File: config.mk
export PLATFORM = sky130hd
export DESIGN_NAME = sfhp_fifo
export DESIGN_NICKNAME = d
export VERILOG_FILES = /design/src/design/sensor_frame_header_parser_top_defines.svh /design/src/design/sfhp_pkg.sv /design/src/design/sfhp_fifo.sv
export SDC_FILE = /design/constraint.sdc
export NUM_CORES = 1
export LEC_CHECK = 0
export BUFFER_PORTS_ARGS = -buffer_cell sky130_fd_sc_hd__buf_4
export CORE_ASPECT_RATIO = 0.7
export CORE_MARGIN = 1.5
export CORE_UTILIZATION = 57
export DETAILED_ROUTE_END_ITERATION = 8
export PLACE_DENSITY_LB_ADDON = 0.05
export SLEW_MARGIN = 20
export SYNTH_ARGS = -nofsm -noshare
export SYNTH_HDL_FRONTEND = slang
export SYNTH_SLANG_ARGS = --single-unit
File: constraint.sdc
create_clock -name clk_i -period 8.4 [get_ports clk_i]
set_clock_uncertainty 0.05 [all_clocks]
set_input_delay 0.84 -clock clk_i [delete_from_list [all_inputs] [get_ports clk_i]]
set_output_delay 0.84 -clock clk_i [all_outputs]
set_load 0.02 [all_outputs]
File: src/design/sensor_frame_header_parser_top_defines.svh
// assertion macros for the sensor frame header parser
// used by sensor_frame_header_parser_top; expects clk_i and rst_ni in scope
`ifndef SENSOR_FRAME_HEADER_PARSER_TOP_DEFINES_SVH
`define SENSOR_FRAME_HEADER_PARSER_TOP_DEFINES_SVH

// same-cycle implication, disabled while reset is active
`define SFHP_ASSERT_NOW(lbl, ante, cons, msg) \
  lbl: assert property (@(posedge clk_i) disable iff (!rst_ni) (ante) |-> (cons)) \
    else $error(msg);

// next-cycle implication, disabled while reset is active
`define SFHP_ASSERT_NEXT(lbl, ante, cons, msg) \
  lbl: assert property (@(posedge clk_i) disable iff (!rst_ni) (ante) |=> (cons)) \
    else $error(msg);

`endif

File: src/design/sfhp_pkg.sv
// shared types and constants of the sensor frame header parser
// no dependencies; imported by the interfaces and all modules
`default_nettype none

package sfhp_pkg;

  // widths
  localparam int unsigned POS_W   = 17;
  localparam int unsigned STAT_W  = 3;
  localparam int unsigned FIFO_DEPTH = 4;
  localparam int unsigned FIFO_AW = $clog2(FIFO_DEPTH);
  localparam int unsigned FIFO_CW = $clog2(FIFO_DEPTH + 1);

  // frame layout
  localparam logic [POS_W-1:0] POS_START_HI  = POS_W'(0);
  localparam logic [POS_W-1:0] POS_START_LO  = POS_W'(1);
  localparam logic [POS_W-1:0] POS_SEQ_HI    = POS_W'(2);
  localparam logic [POS_W-1:0] POS_SEQ_LO    = POS_W'(3);
  localparam logic [POS_W-1:0] POS_TS_HI     = POS_W'(4);
  localparam logic [POS_W-1:0] POS_TS_LO     = POS_W'(5);
  localparam logic [POS_W-1:0] POS_SENSOR    = POS_W'(6);
  localparam logic [POS_W-1:0] POS_STATUS    = POS_W'(7);
  localparam logic [POS_W-1:0] POS_LEN_HI    = POS_W'(8);
  localparam logic [POS_W-1:0] POS_LEN_LO    = POS_W'(9);
  localparam logic [POS_W-1:0] HEADER_BYTES  = POS_W'(10);
  localparam logic [POS_W-1:0] POS_MAX       = {POS_W{1'b1}};

  // frame status codes
  localparam logic [STAT_W-1:0] ST_OK         = 3'd0;
  localparam logic [STAT_W-1:0] ST_BAD_START  = 3'd1;
  localparam logic [STAT_W-1:0] ST_BAD_SENSOR = 3'd2;
  localparam logic [STAT_W-1:0] ST_SHORT_PAY  = 3'd3;
  localparam logic [STAT_W-1:0] ST_TRUNC_HDR  = 3'd4;

  // result kinds
  localparam logic KIND_PAYLOAD = 1'b0;
  localparam logic KIND_SUMMARY = 1'b1;

  // configuration register indexes and reset values
  localparam logic CFG_START_WORD    = 1'b0;
  localparam logic CFG_SENSOR_STATUS = 1'b1;
  localparam logic [15:0] START_WORD_RST    = 16'hABCD;
  localparam logic [7:0]  SENSOR_STATUS_RST = 8'h01;

  // one result item
  typedef struct packed {
    logic              result_kind;
    logic [7:0]        payload_byte;
    logic [STAT_W-1:0] frame_status;
    logic [15:0]       sequence_number;
    logic [15:0]       send_timestamp;
    logic [7:0]        sensor_id;
    logic [15:0]       data_length;
    logic [POS_W-1:0]  payload_count;
    logic              last_of_run;
  } res_t;

  // results produced by one accepted byte, in order
  typedef struct packed {
    logic [1:0] num;
    res_t       first;
    res_t       second;
  } push_t;

  // queue status seen by the top level
  typedef struct packed {
    logic [FIFO_CW-1:0] level;
    logic               has_room;
  } fifo_stat_t;

endpackage

`default_nettype wire

File: src/design/sfhp_fifo.sv
// result queue: takes up to two results per cycle, hands out one
// decouples the parser from a stalling receiver; uses sfhp_pkg
`default_nettype none

module sfhp_fifo import sfhp_pkg::*; (
  input  wire logic clk_i,
  input  wire logic rst_ni,
  input  wire push_t push_i,
  input  wire logic pop_i,
  output res_t      head_o,
  output fifo_stat_t stat_o
);

  res_t               mem_q [FIFO_DEPTH];
  logic [FIFO_AW-1:0] wr_q, rd_q;
  logic [FIFO_CW-1:0] cnt_q;
  logic [FIFO_AW-1:0] wr_next;
  logic               do_pop;

  assign wr_next = wr_q + FIFO_AW'(1);
  assign do_pop  = pop_i && (cnt_q != '0);

  // storage writes
  always_ff @(posedge clk_i) begin
    if (push_i.num != 2'd0) begin
      mem_q[wr_q] <= push_i.first;
    end
    if (push_i.num == 2'd2) begin
      mem_q[wr_next] <= push_i.second;
    end
  end

  // pointers and fill level
  always_ff @(posedge clk_i or negedge rst_ni) begin
    if (!rst_ni) begin
      wr_q  <= '0;
      rd_q  <= '0;
      cnt_q <= '0;
    end else begin
      wr_q  <= wr_q + FIFO_AW'(push_i.num);
      if (do_pop) begin
        rd_q <= rd_q + FIFO_AW'(1);
      end
      cnt_q <= cnt_q + FIFO_CW'(push_i.num) - FIFO_CW'(do_pop);
    end
  end

  assign head_o          = mem_q[rd_q];
  assign stat_o.level    = cnt_q;
  assign stat_o.has_room = (cnt_q <= FIFO_CW'(FIFO_DEPTH - 2));

endmodule

`default_nettype wire

==> results.md <==
* Worst-path cell chain: buf_4, mux4_2, buf_4
* Die H at 148.5 µm
* Post-DP HPWL at between 20 and 25 mm
* Max Clk Rate at approximately 240 MHz
* CTS clk-pin slew, worst paths at 0.06 ns
* Number of global-route vias before repair at around 9700
* DRC Markers at 0
* Via density at roughly 5.9
* Post-synthesis compound-gate area fraction at 0.002469
* CTS root buf: clkbuf_16
* Comb power frac at 0.385
* Count of pins over their slew limit at 0
* Layout Area Growth over Synthesis at 19.40%
* # nets final at approximately 1300
* Synth warn at 0
* WP data arrival at 3.34 ns
* Post-CTS resize count at 0
* CTS tree: yes
* Most frequent cells in the layout: edfxtp_1 (344), buf_4 (278), mux2_2 (235)
* Max Cap Viol at 0
* GRT Overall Usage at 0.2529
* 1st-iter DRT viols at 645
* Sequential share of power at 0.406
* Post-CTS setup buffers at 0
* Psw at around 0.0023 W
* Pleak at around 7.4 nW
* Slowest-stage cell, CP: dfrtp_4
* Outcome: finished clean
* Hold Crit Class: primary input to asynchronous set/reset pin
* Cell family with most CP delay: buffers and inverters
* Startpoint Class: register
* Layout cells sized above 1 at 0.6288
* Total number of vias at about 9000
* FILL cells at around 2000
* Simple-Gate Fraction of Synth Area at 0.003776
* Synth Area per Inst at approximately 20 µm²
* Power density cells at between 300 and 400 nW/µm²
* WL/cell at between 20 and 25 µm
* Non-filler cells, final at 1568
* Crit path kind: register to output port
* Port Buffer Count at between 200 and 300
* Max stage delay on crit path at 1.00 ns
* # rows at 53
* Pin count of the biggest net entering global routing at 71
* Fin crit share at 0.5030
* Slew Limit Headroom at 0.2758
* Post-Syn Nets at 1054
* Clock power frac at 0.209
* Peak VDD IR at 266.8 µV
* RePlAce Congestion at between 0.7 and 0.8
* Commonest non-fill, non-tap cell in the layout: edfxtp_1
* IO Count at between 200 and 300
* Post-synthesis adder-cell area fraction at 0.004067
* Area of the multi-input gates at between 6000 and 7000 µm²
* Gate Count Post-Synth at 872
* CTS max path bufs at 3
* # clock sinks at 351
* Sequential share of the synthesized area at 0.6097
* Endpoint class of the critical path: output port
* Sequential cell area at about 11000 µm²
* Mux cell area share after synthesis at 0.3528
* Mapped cell area at around 17000 µm²
* Die area at 31300 µm²
* TritonCTS buffer count at 36
* Final Hold Fails at 0
* P_int at 0.004709 W
* Post-layout min period at between 4 and 5 ns
* Most used cell, CP: buf_4
* Placed Cells at roughly 1500
* Setup TNS at 0 ns
* Final setup fails at 0
* XOR/XNOR Fraction of Synth Area at 0.003050
* Synth cell types at 25
* Worst-Skew Late Latency at 0.52 ns
* Worst Path Required at approximately 7.5 ns
* Drt first pass iters at 4
* CTS H-Tree Depth at 2
* Seq cells post-synth at 351
* Largest family of logic cells by synthesized area: multiplexers
* Crit path buf inv count at 2
* CORE AREA at approximately 30000 µm²
* Initial antenna violation count at 4
* Cts hold-fix bufs at 0
* Starting density of the core at 0.5761
* R2R setup slack at around 5.2 ns
* Total Wirelength at around 39 mm
* Grt ovf at 0
* Die span in x at between 200 and 250 µm
* Switch share at 0.3327
* RSZ-0062 raised after global routing: no
* Slew @ Worst Pin at 1.084 ns
* Crit-path max FO at between 40 and 50
* First-pass GRT wire length at ~59 mm
* Post-route ant nets at 0
kinds of logic after synthesis:
logic type	after synthesis
AO/OA/AOI/OAI	6
XOR/XNOR	6
adder cells (fa/ha/maj)	5
buffers and inverters	67
flip-flops	351
multiplexers	431
AND/OR/NAND/NOR	6
cell usage after synthesis, drive strengths merged:
cell type / instances / area share
inv: 7 / 0.0015
o31a: 1 / 0.00051
clkbuf: 6 / 0.0013
o311ai: 1 / 0.00051
o21bai: 2 / 0.00087
dfrtp: 7 / 0.010
fa: 1 / 0.0012
buf: 54 / 0.021
nor2: 2 / 0.00044
xnor2: 5 / 0.0025
a21oi: 1 / 0.00029
nand4b: 1 / 0.00051
nor4b: 1 / 0.0014
xor2: 1 / 0.00051
mux2: 344 / 0.24
and4bb: 2 / 0.0015
o21ai: 1 / 0.00029
mux4: 86 / 0.11
ha: 4 / 0.0029
edfxtp: 344 / 0.60
mux2i: 1 / 0.00058
flip-flops by register name, summed over array words and instances, names as in the netlist:
register  flops
rd_q          2
mem_q       344
cnt_q         3
wr_q          2
layout make-up:
cell class                 instances  share of cell area
tap                              412             0.02506
inverter                           7            0.001277
clock inverter                    16            0.004744
antenna                            3           0.0003649
timing repair buffer             279              0.1020
clock buffer                      46             0.04665
multi-input combinational        454              0.3089
sequential                       351              0.5110
stage by stage:
step           power [W]  hold slack [ns]  utilization  area [µm²]  setup WS [ns]
5_1_grt         0.007357          0.06496       0.6877       20570          3.888
2_1_floorplan   0.004656           0.4944            -       17230         0.5937
3_3_place_gp    0.005621           0.5157       0.6521       19500          4.598
3_5_place_dp    0.005646           0.5398       0.6521       19500          4.586
6_report        0.007056          0.07476       0.6879       20570          4.175
4_1_cts         0.007126          0.05695       0.6875       20560          4.024
routing by layer:
metal / routed length, µm / part of all wire / vias up / global-route usage
li1: - / - / 4108 / -
met1: 17330 / 0.44 / 4765 / 0.3646
met2: 17890 / 0.46 / 295 / 0.3893
met3: 3119 / 0.080 / 53 / 0.06609
met4: 615 / 0.016 / 4 / 0.06143
met5: 21 / 0.00054 / - / 0
power by group through the flow:
stage               registers [W]  clock network, W  logic (W)
detailed placement        0.00291                 0    0.00274
global route              0.00292           0.00157    0.00287
CTS                       0.00287           0.00150    0.00275
finish                    0.00287           0.00148    0.00271
global placement          0.00289                 0    0.00273
floorplan                 0.00283                 0    0.00183
worst paths after layout:
| kind | from | end | cells after the start |
|---|---|---|---|
| setup / recovery | rd_q[0] | head_o[51] | 3 |
| max in group asynchronous | rst_ni | rd_q[0] | 1 |
| setup reg to reg | wr_q[1] | mem_q[2][52] | 3 |
| hold reg to reg | cnt_q[2] | cnt_q[2] | 1 |
| hold / removal | rst_ni | wr_q[1] | 1 |
| min in group clk_i | cnt_q[2] | cnt_q[2] | 1 |
(Power assumes the default switching activity.)
