==> src/design/sensor_frame_header_parser_top_defines.svh <==
// assertion macros for the sensor frame header parser
// used by sensor_frame_header_parser_top; expects clk_i and rst_ni in scope
`ifndef SENSOR_FRAME_HEADER_PARSER_TOP_DEFINES_SVH
`define SENSOR_FRAME_HEADER_PARSER_TOP_DEFINES_SVH

// same-cycle implication, disabled while reset is active
`define SFHP_ASSERT_NOW(lbl, ante, cons, msg) \
  lbl: assert property (@(posedge clk_i) disable iff (!rst_ni) (ante) |-> (cons)) \
    else $error(msg);

// next-cycle implication, disabled while reset is active
`define SFHP_ASSERT_NEXT(lbl, ante, cons, msg) \
  lbl: assert property (@(posedge clk_i) disable iff (!rst_ni) (ante) |=> (cons)) \
    else $error(msg);

`endif

==> src/design/sfhp_pkg.sv <==
// shared types and constants of the sensor frame header parser
// no dependencies; imported by the interfaces and all modules
`default_nettype none

package sfhp_pkg;

  // widths
  localparam int unsigned POS_W   = 17;
  localparam int unsigned STAT_W  = 3;
  localparam int unsigned FIFO_DEPTH = 4;
  localparam int unsigned FIFO_AW = $clog2(FIFO_DEPTH);
  localparam int unsigned FIFO_CW = $clog2(FIFO_DEPTH + 1);

  // frame layout
  localparam logic [POS_W-1:0] POS_START_HI  = POS_W'(0);
  localparam logic [POS_W-1:0] POS_START_LO  = POS_W'(1);
  localparam logic [POS_W-1:0] POS_SEQ_HI    = POS_W'(2);
  localparam logic [POS_W-1:0] POS_SEQ_LO    = POS_W'(3);
  localparam logic [POS_W-1:0] POS_TS_HI     = POS_W'(4);
  localparam logic [POS_W-1:0] POS_TS_LO     = POS_W'(5);
  localparam logic [POS_W-1:0] POS_SENSOR    = POS_W'(6);
  localparam logic [POS_W-1:0] POS_STATUS    = POS_W'(7);
  localparam logic [POS_W-1:0] POS_LEN_HI    = POS_W'(8);
  localparam logic [POS_W-1:0] POS_LEN_LO    = POS_W'(9);
  localparam logic [POS_W-1:0] HEADER_BYTES  = POS_W'(10);
  localparam logic [POS_W-1:0] POS_MAX       = {POS_W{1'b1}};

  // frame status codes
  localparam logic [STAT_W-1:0] ST_OK         = 3'd0;
  localparam logic [STAT_W-1:0] ST_BAD_START  = 3'd1;
  localparam logic [STAT_W-1:0] ST_BAD_SENSOR = 3'd2;
  localparam logic [STAT_W-1:0] ST_SHORT_PAY  = 3'd3;
  localparam logic [STAT_W-1:0] ST_TRUNC_HDR  = 3'd4;

  // result kinds
  localparam logic KIND_PAYLOAD = 1'b0;
  localparam logic KIND_SUMMARY = 1'b1;

  // configuration register indexes and reset values
  localparam logic CFG_START_WORD    = 1'b0;
  localparam logic CFG_SENSOR_STATUS = 1'b1;
  localparam logic [15:0] START_WORD_RST    = 16'hABCD;
  localparam logic [7:0]  SENSOR_STATUS_RST = 8'h01;

  // one result item
  typedef struct packed {
    logic              result_kind;
    logic [7:0]        payload_byte;
    logic [STAT_W-1:0] frame_status;
    logic [15:0]       sequence_number;
    logic [15:0]       send_timestamp;
    logic [7:0]        sensor_id;
    logic [15:0]       data_length;
    logic [POS_W-1:0]  payload_count;
    logic              last_of_run;
  } res_t;

  // results produced by one accepted byte, in order
  typedef struct packed {
    logic [1:0] num;
    res_t       first;
    res_t       second;
  } push_t;

  // queue status seen by the top level
  typedef struct packed {
    logic [FIFO_CW-1:0] level;
    logic               has_room;
  } fifo_stat_t;

endpackage

`default_nettype wire

==> src/design/sfhp_parse.sv <==
// header parse state, configuration registers and result forming
// one accepted byte updates the state and yields up to two results; uses sfhp_pkg
`default_nettype none

module sfhp_parse import sfhp_pkg::*; (
  input  wire logic        clk_i,
  input  wire logic        rst_ni,
  input  wire logic        cfg_we_i,
  input  wire logic        cfg_idx_i,
  input  wire logic [15:0] cfg_wdata_i,
  input  wire logic        accept_i,
  input  wire logic [7:0]  data_byte_i,
  input  wire logic        frame_end_i,
  output push_t            push_o
);

  logic [15:0]       exp_start_q;
  logic [7:0]        exp_status_q;
  logic [POS_W-1:0]  pos_q, pos_d;
  logic [15:0]       start_q, start_d;
  logic [15:0]       seq_q, seq_d;
  logic [15:0]       ts_q, ts_d;
  logic [7:0]        sensor_q, sensor_d;
  logic [15:0]       len_q, len_d;
  logic [STAT_W-1:0] err_q, err_d;
  logic [POS_W-1:0]  pos_inc;
  logic [POS_W-1:0]  count;
  logic [STAT_W-1:0] sum_status;
  logic              pay_v;
  res_t              pay_res, sum_res;

  // configuration registers
  always_ff @(posedge clk_i or negedge rst_ni) begin
    if (!rst_ni) begin
      exp_start_q  <= START_WORD_RST;
      exp_status_q <= SENSOR_STATUS_RST;
    end else if (cfg_we_i) begin
      unique case (cfg_idx_i)
        CFG_START_WORD:    exp_start_q  <= cfg_wdata_i;
        CFG_SENSOR_STATUS: exp_status_q <= cfg_wdata_i[7:0];
        default:           exp_start_q  <= exp_start_q;
      endcase
    end
  end

  // header field capture and error checks for this byte
  always_comb begin
    start_d  = start_q;
    seq_d    = seq_q;
    ts_d     = ts_q;
    sensor_d = sensor_q;
    len_d    = len_q;
    err_d    = err_q;
    unique case (pos_q)
      POS_START_HI: start_d = {data_byte_i, 8'h00};
      POS_START_LO: begin
        start_d = {start_q[15:8], data_byte_i};
        if (err_q == ST_OK && {start_q[15:8], data_byte_i} != exp_start_q) begin
          err_d = ST_BAD_START;
        end
      end
      POS_SEQ_HI:   seq_d    = {data_byte_i, 8'h00};
      POS_SEQ_LO:   seq_d    = {seq_q[15:8], data_byte_i};
      POS_TS_HI:    ts_d     = {data_byte_i, 8'h00};
      POS_TS_LO:    ts_d     = {ts_q[15:8], data_byte_i};
      POS_SENSOR:   sensor_d = data_byte_i;
      POS_STATUS: begin
        if (err_q == ST_OK && data_byte_i != exp_status_q) begin
          err_d = ST_BAD_SENSOR;
        end
      end
      POS_LEN_HI:   len_d    = {data_byte_i, 8'h00};
      POS_LEN_LO:   len_d    = {len_q[15:8], data_byte_i};
      default:      err_d    = err_q;
    endcase
  end

  // saturating position and payload count
  assign pos_inc = (pos_q == POS_MAX) ? pos_q : pos_q + POS_W'(1);
  assign count   = (pos_inc > HEADER_BYTES) ? pos_inc - HEADER_BYTES : '0;

  // summary status: first error, else truncation, else short payload
  always_comb begin
    priority if (err_d != ST_OK) begin
      sum_status = err_d;
    end else if (pos_q < POS_LEN_LO) begin
      sum_status = ST_TRUNC_HDR;
    end else if (count < {1'b0, len_d}) begin
      sum_status = ST_SHORT_PAY;
    end else begin
      sum_status = ST_OK;
    end
  end

  assign pay_v = (pos_q >= HEADER_BYTES) && (err_d == ST_OK);

  // result items
  always_comb begin
    pay_res.result_kind     = KIND_PAYLOAD;
    pay_res.payload_byte    = data_byte_i;
    pay_res.frame_status    = ST_OK;
    pay_res.sequence_number = seq_d;
    pay_res.send_timestamp  = ts_d;
    pay_res.sensor_id       = sensor_d;
    pay_res.data_length     = len_d;
    pay_res.payload_count   = count;
    pay_res.last_of_run     = !frame_end_i;

    sum_res                 = pay_res;
    sum_res.result_kind     = KIND_SUMMARY;
    sum_res.payload_byte    = 8'h00;
    sum_res.frame_status    = sum_status;
    sum_res.last_of_run     = 1'b1;
  end

  always_comb begin
    push_o.second = sum_res;
    push_o.first  = pay_v ? pay_res : sum_res;
    if (!accept_i) begin
      push_o.num = 2'd0;
    end else begin
      push_o.num = 2'({1'b0, pay_v} + {1'b0, frame_end_i});
    end
  end

  // frame end returns all frame state to reset
  always_comb begin
    pos_d = pos_inc;
    if (frame_end_i) begin
      pos_d = '0;
    end
  end

  always_ff @(posedge clk_i or negedge rst_ni) begin
    if (!rst_ni) begin
      pos_q    <= '0;
      start_q  <= '0;
      seq_q    <= '0;
      ts_q     <= '0;
      sensor_q <= '0;
      len_q    <= '0;
      err_q    <= ST_OK;
    end else if (accept_i) begin
      pos_q <= pos_d;
      if (frame_end_i) begin
        start_q  <= '0;
        seq_q    <= '0;
        ts_q     <= '0;
        sensor_q <= '0;
        len_q    <= '0;
        err_q    <= ST_OK;
      end else begin
        start_q  <= start_d;
        seq_q    <= seq_d;
        ts_q     <= ts_d;
        sensor_q <= sensor_d;
        len_q    <= len_d;
        err_q    <= err_d;
      end
    end
  end

endmodule

`default_nettype wire

==> config.mk <==
export PLATFORM = sky130hd
export DESIGN_NAME = sfhp_parse
export DESIGN_NICKNAME = d
export VERILOG_FILES = /design/src/design/sensor_frame_header_parser_top_defines.svh /design/src/design/sfhp_pkg.sv /design/src/design/sfhp_parse.sv
export SDC_FILE = /design/constraint.sdc
export NUM_CORES = 1
export LEC_CHECK = 0
export BUFFER_PORTS_ARGS = -buffer_cell sky130_fd_sc_hd__buf_4
export CORE_ASPECT_RATIO = 1.1
export CORE_UTILIZATION = 58
export DETAILED_ROUTE_END_ITERATION = 8
export MAX_ROUTING_LAYER = met4
export PLACE_DENSITY = 0.9
export SYNTH_ARGS = -nofsm -noshare
export SYNTH_HDL_FRONTEND = slang
export SYNTH_SLANG_ARGS = --single-unit
==> constraint.sdc <==
create_clock -name clk_i -period 10.5 [get_ports clk_i]
set_clock_uncertainty 0.15 [all_clocks]
set_input_delay 0.525 -clock clk_i [delete_from_list [all_inputs] [get_ports clk_i]]
set_output_delay 0.525 -clock clk_i [all_outputs]
set_load 0.05 [all_outputs]
==> results of run 1 <==
flip-flops by register name, indices dropped and copies added, names as in the netlist:
name / count
sensor_q: 8
seq_q: 16
ts_q: 16
exp_status_q: 8
err_q: 3
start_q: 8
exp_start_q: 16
len_q: 16
pos_q: 17
cells in the mapped netlist (all sizes together), types with 3 or more instances:
cell type and number:
dfstp 11, xor2 34, a21o 4, xnor2 8, and2 7, o21ai 32
and4 5, or2 3, nor4 15, buf 105, o211ai 4, nand2b 6
and3 18, o22ai 6, ha 21, clkbuf 33, nand2 41, mux2 32
inv 26, a31oi 3, o2bb2ai 20, nor2 47, mux2i 7, a21oi 18
nand4b 3, a22o 74, nand4 8, nor2b 5, nor3 9, nand3 20
dfrtp 97, o31ai 4, a22oi 15
cell families (layout without fill, tap and decap cells):
kind of cell             after synthesis  count (layout)  synth area share [%]
AO/OA/AOI/OAI                        196             196                  20.5
XOR/XNOR                              42              42                  4.96
adder cells (fa/ha/maj)               21              21                  3.55
buffers and inverters                164             241                  13.2
flip-flops                           108             108                  36.7
multiplexers                          39              39                  6.15
other                                  2              10                 0.101
AND/OR/NAND/NOR                      195             195                  14.8
through the flow:
stage	instance area, um2	worst slack, ns
CTS	8560	3.90
finish	8560	3.79
floorplan	7440	4.91
detailed placement	8240	4.42
global placement	8240	4.67
global route	8560	3.29
what timing repair did:
item | CTS | global route
hold buffers | 1 | 0
endpoints found under the hold margin | 27 | 0
endpoints found under the setup margin | 0 | 0
critical path: stages, from the launching register on:
cell       delay [ns]
dfrtp_1          0.49
ha_1             0.35
nand4_1          0.19
nor4_4           0.41
mux2i_1          0.38
ha_1             0.24
o21bai_1         0.17
nor2_1           0.09
or3_4            0.37
nor3_2           0.64
nor2_1           0.20
ha_1             0.37
a21o_1           0.19
a21oi_1          0.18
nor2_1           0.06
a2111oi_0        0.40
o21ai_0          0.22
nor3_1           0.21
nand3_2          0.15
o21ai_2          0.16
buf_4            0.21
routing by layer:
metal | up-vias | global-route usage [%]
li1 | 2840 | -
met1 | 3199 | 42.9
met2 | 354 | 52.9
met3 | 40 | 5.34
met4 | 0 | 12.8
met5 | - | -
cell type report:
type / instances / area share, %
Multi-Input combinational cell: 503 / 43.8
Sequential cell: 108 / 31.7
Timing Repair Buffer: 199 / 17.5
Clock buffer: 10 / 2.79
Tap cell: 154 / 2.25
Inverter: 26 / 1.14
Clock inverter: 6 / 0.804
power groups by stage:
| stage | clock (mW) | sequential, mW | combinational [mW] |
|---|---|---|---|
| floorplan | 0 | 0.469 | 0.240 |
| global route | 0.374 | 0.473 | 0.333 |
| detailed placement | 0 | 0.477 | 0.311 |
| CTS | 0.360 | 0.470 | 0.316 |
| finish | 0.356 | 0.471 | 0.317 |
| global placement | 0 | 0.475 | 0.307 |
path summary, 6_finish.rpt:
check                           startpoint               to  slack [ns]
setup / recovery                  pos_q[0]      push_o[161]        3.79
hold / removal             cfg_wdata_i[10]  exp_start_q[10]        0.24
setup reg to reg                 pos_q[10]         ts_q[13]        7.17
hold reg to reg                  len_q[10]        len_q[10]        0.35
max in group asynchronous           rst_ni          ts_q[0]        8.40
min in group asynchronous           rst_ni         len_q[3]        0.47
==> run metrics, run 1 <==
worst-path maximum fanout 15; Post-Place Cells 989; Clk network pwr share 31.1%; Post-Syn Area 0.00741 mm2; final worst path period share 63.9%; commonest non-fill, non-tap cell in the layout buf_4; first-pass GRT wire length 32600 um; via density per instance 6.39; critical path data required time 9.83 ns; # setup viols final 0; startpoint types flip-flop; register area share after synthesis 36.7%; ys async rst share 100%; Reg clk slew, reported paths 0.07 ns; Final Util 69.9%; Post-synth EDFFs 0; Final Hold Slack 0.245 ns; critical path endpoint category output pin; DRC violations left 0; fmax 0.149 GHz; Area growth, synth to finish 15.5%; I/O Buffers 193; Starting Density 60.5%; routed wire length per instance 20.8 um; CTS tree yes; actual slew at the worst max-slew pin 1.11 ns; total wire length 20900 um; cells on worst reg2reg path 7; diode count 0; WL met1 8100 um; flip-flop and latch area 0.00272 mm2; status completed; WP data arrival 6.03 ns; max layer used met4; multi-input logic area 0.00374 mm2; leading area contributor after synthesis dfrtp_1; Netlist cell types 72; RSZ-0062 raised after global routing false; GPL Wtd Cong 0.926; htree depth 3; Syn Inst Count 767; worst rel slew slack 26.0%; layout cells sized above 1 33.2%; std cell rows 42; clk_lat worst skew 0.36 ns; final hold vios 0; met3 WL post-DR 1690 um; CTS buffer count 9; Worst Hold Class in2reg; I/O pin count 204; Total Negative Setup Slacks 0 ns; Power Internal 741 uW; Final ANT Viol Nets 0; clock sink count 108; vias in the first global route 6094; Synth Warn # 0; #FFs+latches synth 108; Die ar. 0.0132 mm2; total via count in the routed design 6433; Combinational Power Share 27.7%; root buf cell clkbuf_16; Iter 0 DRT Violations 611; DIE WIDTH 110 um; NetSw 403 uW; core box area 0.0122 mm2; leakage power 4.33 nW; Final min period 6.71 ns; # resized after CTS 0; total power 1.14 mW; Max-Cap Viols 0; Hold Path Depth 2; Seq pwr share 41.2%; # fillers 901; Max Slew Vio Count 0; post-route insts no fill 1006; largest net degree at the start of global routing 82; Avg Synthesized Cell Area 9.66 um2; synth top area cells dfrtp_1 33%, buf_4 9.2%, a22o_1 8.7%; Final nets 898; antenna violations before repair 0; Die Height 121 um; most frequent cells in the layout 198 x buf_4, 97 x dfrtp_1, 74 x a22o_1, 45 x nor2_1, 41 x nand2_1; met2 WL 10600 um; Top FF cell, synth dfrtp_1; total gr overflow 0; Detailed Place HPWL 14600 um; TritonRoute pass-1 iters 5; Peak VDD IR 0.140 mV; Yosys top cell area share 32.8%; clk buf depth 2; WS Path Type reg2out; cell area power density 134 mW/mm2; Total GRT Usage 33.4%; setup bufs post-CTS 0; switch share 35.2%
Power figures use the tool's default switching activity.
==> run 2: changes to the inputs <==
- ABC_AREA: default -> 1
- CORE_UTILIZATION: 58 -> 49
- PLACE_DENSITY: 0.9 -> 0.81
- clock period: 10.5 -> 5.8 ns (I/O delays scaled with it)
==> run 2 against run 1 <==
  * Synthesized cell count grew 30%
  * Flip-flop and latch count is the same
  * Hold slack got worse by 0.24 ns
  * Largest power group unchanged
  * Final cell count up 29%
  * First-iteration DRC count is 13% higher
  * Non-clock buffer count did not move
  * Die area up 19%
  * Largest cell class unchanged
  * Wire length grew 2.1%
  * Clock power increased by 80%
  * Final area up 2.7%
==> run metrics, run 2 <==
status completed; Yosys top cell area share 32.6% (-0.20 points); antenna violations before repair 0 (unchanged); Peak VDD IR 0.196 mV (+39%); total wire length 21300 um (+2.1%); Clk network pwr share 30.7% (-0.4 points); DP Area 0.00843 mm2 (+2.3%); GPL Wtd Cong 0.906 (-2.1%); Starting Density 51.0% (-9.5 points); clk buf depth 2 (unchanged); TritonRoute pass-1 iters 5 (unchanged); CTS buffer count 9 (unchanged); final hold vios 0 (unchanged); std cell rows 46 (+9.5%); Final nets 1148 (+28%); root buf cell clkbuf_16; worst-path maximum fanout 14 (-1); switch share 38.0% (+2.8 points); Iter 0 DRT Violations 688 (+13%); startpoint types flip-flop; leading area contributor after synthesis dfrtp_1; DRC violations left 0 (unchanged); Max Slew Vio Count 0 (unchanged); Total GRT Usage 27.9% (-5.5 points); actual slew at the worst max-slew pin 1.06 ns (-0.0540 ns); leakage power 4.48 nW (+3.4%); r2r setup slk 2.68 ns (-4.49 ns); Seq pwr share 40.7% (-0.5 points); Hold Startpoint cfg_wdata_i[15]; Final ANT Viol Nets 0 (unchanged); WS Path Type reg2out; total via count in the routed design 7049 (+9.6%); Total Negative Setup Slacks 0 ns (unchanged); cell area power density 237 mW/mm2 (+77%); synth top area cells dfrtp_1 33%, buf_4 8.6%, nand2_1 7.4%; Die ar. 0.0157 mm2 (+19%); critical path endpoint category output pin; RSZ-0062 raised after global routing false; commonest non-fill, non-tap cell in the layout buf_4; layout cells sized above 1 25.6% (-7.6 points); htree depth 3 (unchanged); clock sink count 108 (unchanged); final worst path period share 91.2%; WP data arrival 4.85 ns (-1.18 ns); register area share after synthesis 36.4% (-0.22 points); routed wire length per instance 16.5 um (-21%); Final min period 5.29 ns; max FFs per register 17 (unchanged); # fillers 1380 (+53%); Netlist cell types 43 (-40%); flip-flop and latch area 0.00272 mm2 (unchanged); Final Hold Slack 0.00906 ns (-0.236 ns); core box area 0.0146 mm2 (+19%); critical path data required time 5.36 ns (-4.47 ns); #FFs+latches synth 108 (unchanged); Area growth, synth to finish 17.8%; vias in the first global route 6592 (+8.2%); total gr overflow 0 (unchanged); largest net degree at the start of global routing 109 (+33%); Critical Path Source pos_q[0]; Post-synth EDFFs 0 (unchanged); # setup viols final 0 (unchanged); Reg with most FFs pos_q; Detailed Place HPWL 15800 um (+8.1%); first-pass GRT wire length 33800 um (+3.8%); setup bufs post-CTS 0 (unchanged); fmax 0.189 GHz; top post-synthesis cells by count 146 x nand2_1, 133 x inv_1, 97 x dfrtp_1; NetSw 791 uW (+96%); I/O pin count 204 (unchanged); most common cell in the netlist nand2_1; Worst Hold Class in2reg; Avg Synthesized Cell Area 7.49 um2 (-22%); Reg clk slew, reported paths 0.09 ns (+0.02 ns); worst rel slew slack 29.4% (+3.4 points); diode count 0 (unchanged); Power Internal 1.29 mW (+74%); Post-Syn Area 0.00745 mm2 (+0.61%); multi-input logic area 0.00345 mm2 (-7.9%); clk_lat worst skew 0.36 ns (about the same); Final Cell Area 0.00878 mm2 (+2.7%); I/O Buffers 193 (unchanged); Syn Inst Count 995 (+30%); ys async rst share 100% (unchanged); Synth Warn # 0 (unchanged); via density per instance 5.45 (-15%); DIE WIDTH 120 um (+9.0%); Top FF cell, synth dfrtp_1; Max-Cap Viols 0 (unchanged); most frequent cells in the layout 196 x buf_4, 146 x nand2_1, 133 x inv_1, 97 x dfrtp_1, 88 x o21ai_0; total power 2.08 mW (+82%); Die Height 131 um (+9.0%); Combinational Power Share 28.5% (+0.8 points); CTS tree yes; FF-to-FF Start pos_q[0]
[run 2: cell types whose count changed after synthesis, moves of 18 or more]
cell	delta
inv_1	+107
nand2_1	+105
a22o_1	-74
nand3_1	+67
o21ai_0	+59
o22ai_1	+55
mux2_2	-26
nor2_1	+25
o2bb2ai_1	-20
and3_1	-18
[run 2: power groups by stage]
stage               logic, mW  registers, mW  clock network (mW)
floorplan               0.449          0.852                   0
global placement        0.583          0.860                   0
detailed placement      0.589          0.862                   0
CTS                     0.593          0.848               0.644
global route            0.635          0.854               0.675
finish                  0.594          0.848               0.640
[run 2: layout make-up]
type	instances	area share [%]
Sequential cell	108	30.9
Timing Repair Buffer	199	17.1
Multi-Input combinational cell	629	39.3
Tap cell	192	2.73
Clock buffer	9	2.56
Clock inverter	7	0.954
Inverter	150	6.45
[run 2: layer usage]
metal,routed length (um),up-vias,part of all wire [%],track usage (%)
li1,-,3397,-,-
met1,8660,3318,41,34.8
met2,10500,295,49,45.1
met3,1660,39,7.8,5.38
met4,462,0,2.2,9.17
met5,0,-,0,-
[run 2: worst max-delay path, cell delays in order, from the launching register on]
cell and delay, ns:
dfrtp_1 0.44, ha_1 0.28, nand3_1 0.22, nor2_4 0.24, nand3_4 0.20, nand2_2 0.14, nand2_2 0.09, ha_1 0.18
inv_1 0.09, nand2_2 0.07, nand2_4 0.07, nor2_2 0.06, nand2_4 0.06, nor2_2 0.05, nor2_4 0.18, clkinvlp_4 0.24
nor2_1 0.23, ha_1 0.28, a21oi_1 0.15, o21ai_0 0.10, nand3_1 0.08, a21oi_1 0.06, a211oi_1 0.17, nand2_1 0.12
nand3_1 0.18, nand2_1 0.09, a21oi_1 0.16, buf_4 0.23
[run 2: through the flow]
step	util (%)	std cells	setup WS (ns)
6_report	60.1	1294	0.511
5_1_grt	60.1	1294	0.0633
4_1_cts	60.0	1293	0.334
3_5_place_dp	57.6	1274	0.740
3_3_place_gp	57.6	1274	0.924
2_1_floorplan	-	1003	0.283
[run 2: cell families after synthesis]
logic type / synth area share [%]
flip-flops: 36.4
XOR/XNOR: 3.64
adder cells (fa/ha/maj): 3.52
buffers and inverters: 17.9
AND/OR/NAND/NOR: 23.3
multiplexers: 0.906
other: 0.101
AO/OA/AOI/OAI: 14.2
[run 2: final timing paths]
kind,depth (start not counted),endpoint
worst max-delay path,27,push_o[160]
worst min register to register,2,sensor_q[1]
max in group asynchronous,3,len_q[3]
worst min-delay path,2,exp_start_q[15]
min in group asynchronous,2,exp_start_q[10]
worst max register to register,11,len_q[12]
[run 2: what timing repair did]
action,4_1_cts,5_1_grt
resized for setup,0,2
hold buffers,3,0
setup endpoints to repair,0,4
hold endpoints to repair,55,0
==> run 3: changes to the inputs <==
- CORE_ASPECT_RATIO: 1.1 -> default
==> run 3 against run 2 <==
  * The run now ends with design-rule violations left
  * Via count rose by 0.40%
  * Final cell count fell by 0.46%
  * Sequential share of layout area rose by 0.066 points
  * Flip-flop and latch count did not move
  * Final area fell by 0.21%
  * Non-clock buffer count rose by 2
  * Die area barely moved
  * Total power fell by 1.4%
  * Global-route usage fell by 0.13 points
  * Critical path depth fell by 1
  * First-iteration DRC count fell by 2.2%
  * Critical endpoint is now push_o[161]
==> run metrics, run 3 (synthesis gave the netlist of run 2 again) <==
total via count in the routed design 7077 (+0.40%); RSZ-0062 raised after global routing false; std cell rows 44 (-4.3%); Reg with most FFs pos_q; largest net degree at the start of global routing 109 (unchanged); DIE WIDTH 125 um (+4.8%); Final Util 59.6% (-0.45 points); total gr overflow 0 (unchanged); Max-Cap Viols 0 (unchanged); switch share 36.8% (-1.2 points); WP data arrival 4.76 ns (-0.09 ns); Clk network pwr share 29.7% (-1.0 points); routed wire length per instance 16.4 um (-0.17%); startpoint types flip-flop; first-pass GRT wire length 33200 um (-1.8%); Hold Startpoint cfg_wdata_i[9]; # fillers 1327 (-3.8%); Power Internal 1.30 mW (+0.50%); actual slew at the worst max-slew pin 1.15 ns (+0.0964 ns); Critical-path top delay cell dfrtp_1; TritonRoute pass-1 iters 7 (+2); max FFs per register 17 (unchanged); post-route insts no fill 1288 (-0.46%); Reg clk slew, reported paths 0.07 ns (-0.02 ns); Combinational Power Share 28.9% (+0.4 points); WS Path Type reg2out; hold endpoint exp_start_q[9]; Max Slew Vio Count 0 (unchanged); r2r setup slk 2.73 ns (+0.05 ns); Detailed Place HPWL 15900 um (+0.81%); Post-Place Cells 1266 (-0.63%); vias in the first global route 6415 (-2.7%); Final ANT Viol Nets 0 (unchanged); Seq pwr share 41.4% (+0.7 points); Die Height 125 um (-4.6%); diode count 0 (unchanged); critical path endpoint category output pin; Peak VDD IR 0.193 mV (-1.6%); clock sink count 108 (unchanged); CTS tree yes; layout cells sized above 1 25.7% (+0.13 points); Hold Path Depth 2 (unchanged); status finished, violations left; fmax 0.192 GHz (+1.8%); worst rel slew slack 23.2% (-6.3 points); I/O Buffers 193 (unchanged); most frequent cells in the layout 199 x buf_4, 146 x nand2_1, 132 x inv_1, 97 x dfrtp_1, 88 x o21ai_0; Final min period 5.20 ns (-0.0929 ns); commonest non-fill, non-tap cell in the layout buf_4; CTS buffer count 9 (unchanged); DP Area 0.00842 mm2 (-0.12%); final worst path period share 89.6% (-1.6 points); Final nets 1150 (+0.17%); final hold vios 0 (unchanged); Total GRT Usage 27.7% (-0.13 points); clk_lat worst skew 0.36 ns (about the same); root buf cell clkbuf_16; CP bufs+invs 4 (+1); Die ar. 0.0157 mm2 (about the same); leakage power 4.48 nW (about the same); cells on worst reg2reg path 11 (unchanged); antenna violations before repair 0 (unchanged); failing checks design-rule violations; DRC violations left 20 (+20); cell area power density 234 mW/mm2 (-1.2%); Largest stage delay, worst path 0.44 ns (about the same); clk buf depth 2 (unchanged); Iter 0 DRT Violations 673 (-2.2%); PnR worst setup slack 0.604 ns (+0.0929 ns); core box area 0.0147 mm2 (+0.55%); critical path data required time 5.36 ns (about the same); Total Negative Setup Slacks 0 ns (unchanged); total power 2.05 mW (-1.4%); GPL Wtd Cong 0.941 (+3.8%); FF-to-FF Start pos_q[0]; pre-CTS setup slack 0.781 ns (+0.0410 ns); Final Cell Area 0.00877 mm2 (-0.21%); htree depth 3 (unchanged); Worst Hold Class in2reg; via density per instance 5.49 (+0.86%); worst-path maximum fanout 14 (unchanged); r2r endpoint len_q[13]; NetSw 754 uW (-4.6%); Area growth, synth to finish 17.6%; Starting Density 50.7% (-0.28 points); CP delay by family, top simple AND/OR/NAND/NOR gates; Final Hold Slack 0.0167 ns (+0.00767 ns); # setup viols final 0 (unchanged); total wire length 21200 um (-0.63%); I/O pin count 204 (unchanged)
run 3: timing repair:
| action | CTS | global route |
|---|---|---|
| resized for setup | 0 | 2 |
| hold buffers | 2 | 0 |
| endpoints found under the hold margin | 23 | 0 |
| setup endpoints to repair | 0 | 4 |
| buffers inserted | 0 | 3 |
run 3: power groups by stage:
stage,sequential [mW],combinational [mW],clock [mW]
after floorplan,0.852,0.449,0
after global placement,0.860,0.583,0
after CTS,0.849,0.592,0.614
after global routing,0.855,0.632,0.644
final,0.850,0.593,0.609
after detailed placement,0.863,0.588,0
run 3: worst max path at each step:
| stage | cells past startpoint | startpoint | end |
|---|---|---|---|
| after detailed placement | 27 | pos_q[0] | push_o[161] |
| after global placement | 27 | pos_q[0] | push_o[160] |
| after floorplan | 24 | pos_q[0] | push_o[160] |
| final | 26 | pos_q[1] | push_o[161] |
| after global routing | 27 | pos_q[0] | push_o[161] |
| after CTS | 27 | pos_q[0] | push_o[161] |
run 3: cell type report:
class,count,area (um2),share of cell area (%)
Sequential cell,108,2720,31.0
Inverter,150,567,6.47
Multi-Input combinational cell,629,3450,39.4
Tap cell,184,230,2.63
Clock buffer,12,256,2.93
Timing Repair Buffer,201,1510,17.3
Clock inverter,4,31.3,0.357
run 3: layer usage:
layer,vias to the layer above,routed length (um),track usage (%)
met4,0,421,9.33
met3,33,1950,4.66
li1,3396,-,-
met2,383,10100,44.6
met5,-,0,-
met1,3265,8760,35.5
run 3: worst register-to-register path, stage by stage, from the launching register on:
cell	delay, ns
dfrtp_1	0.44
inv_1	0.25
ha_1	0.23
inv_1	0.06
nor3_1	0.23
inv_1	0.12
nor3_1	0.23
inv_2	0.13
a21oi_1	0.52
o22ai_1	0.33
inv_2	0.14
o22ai_1	0.08
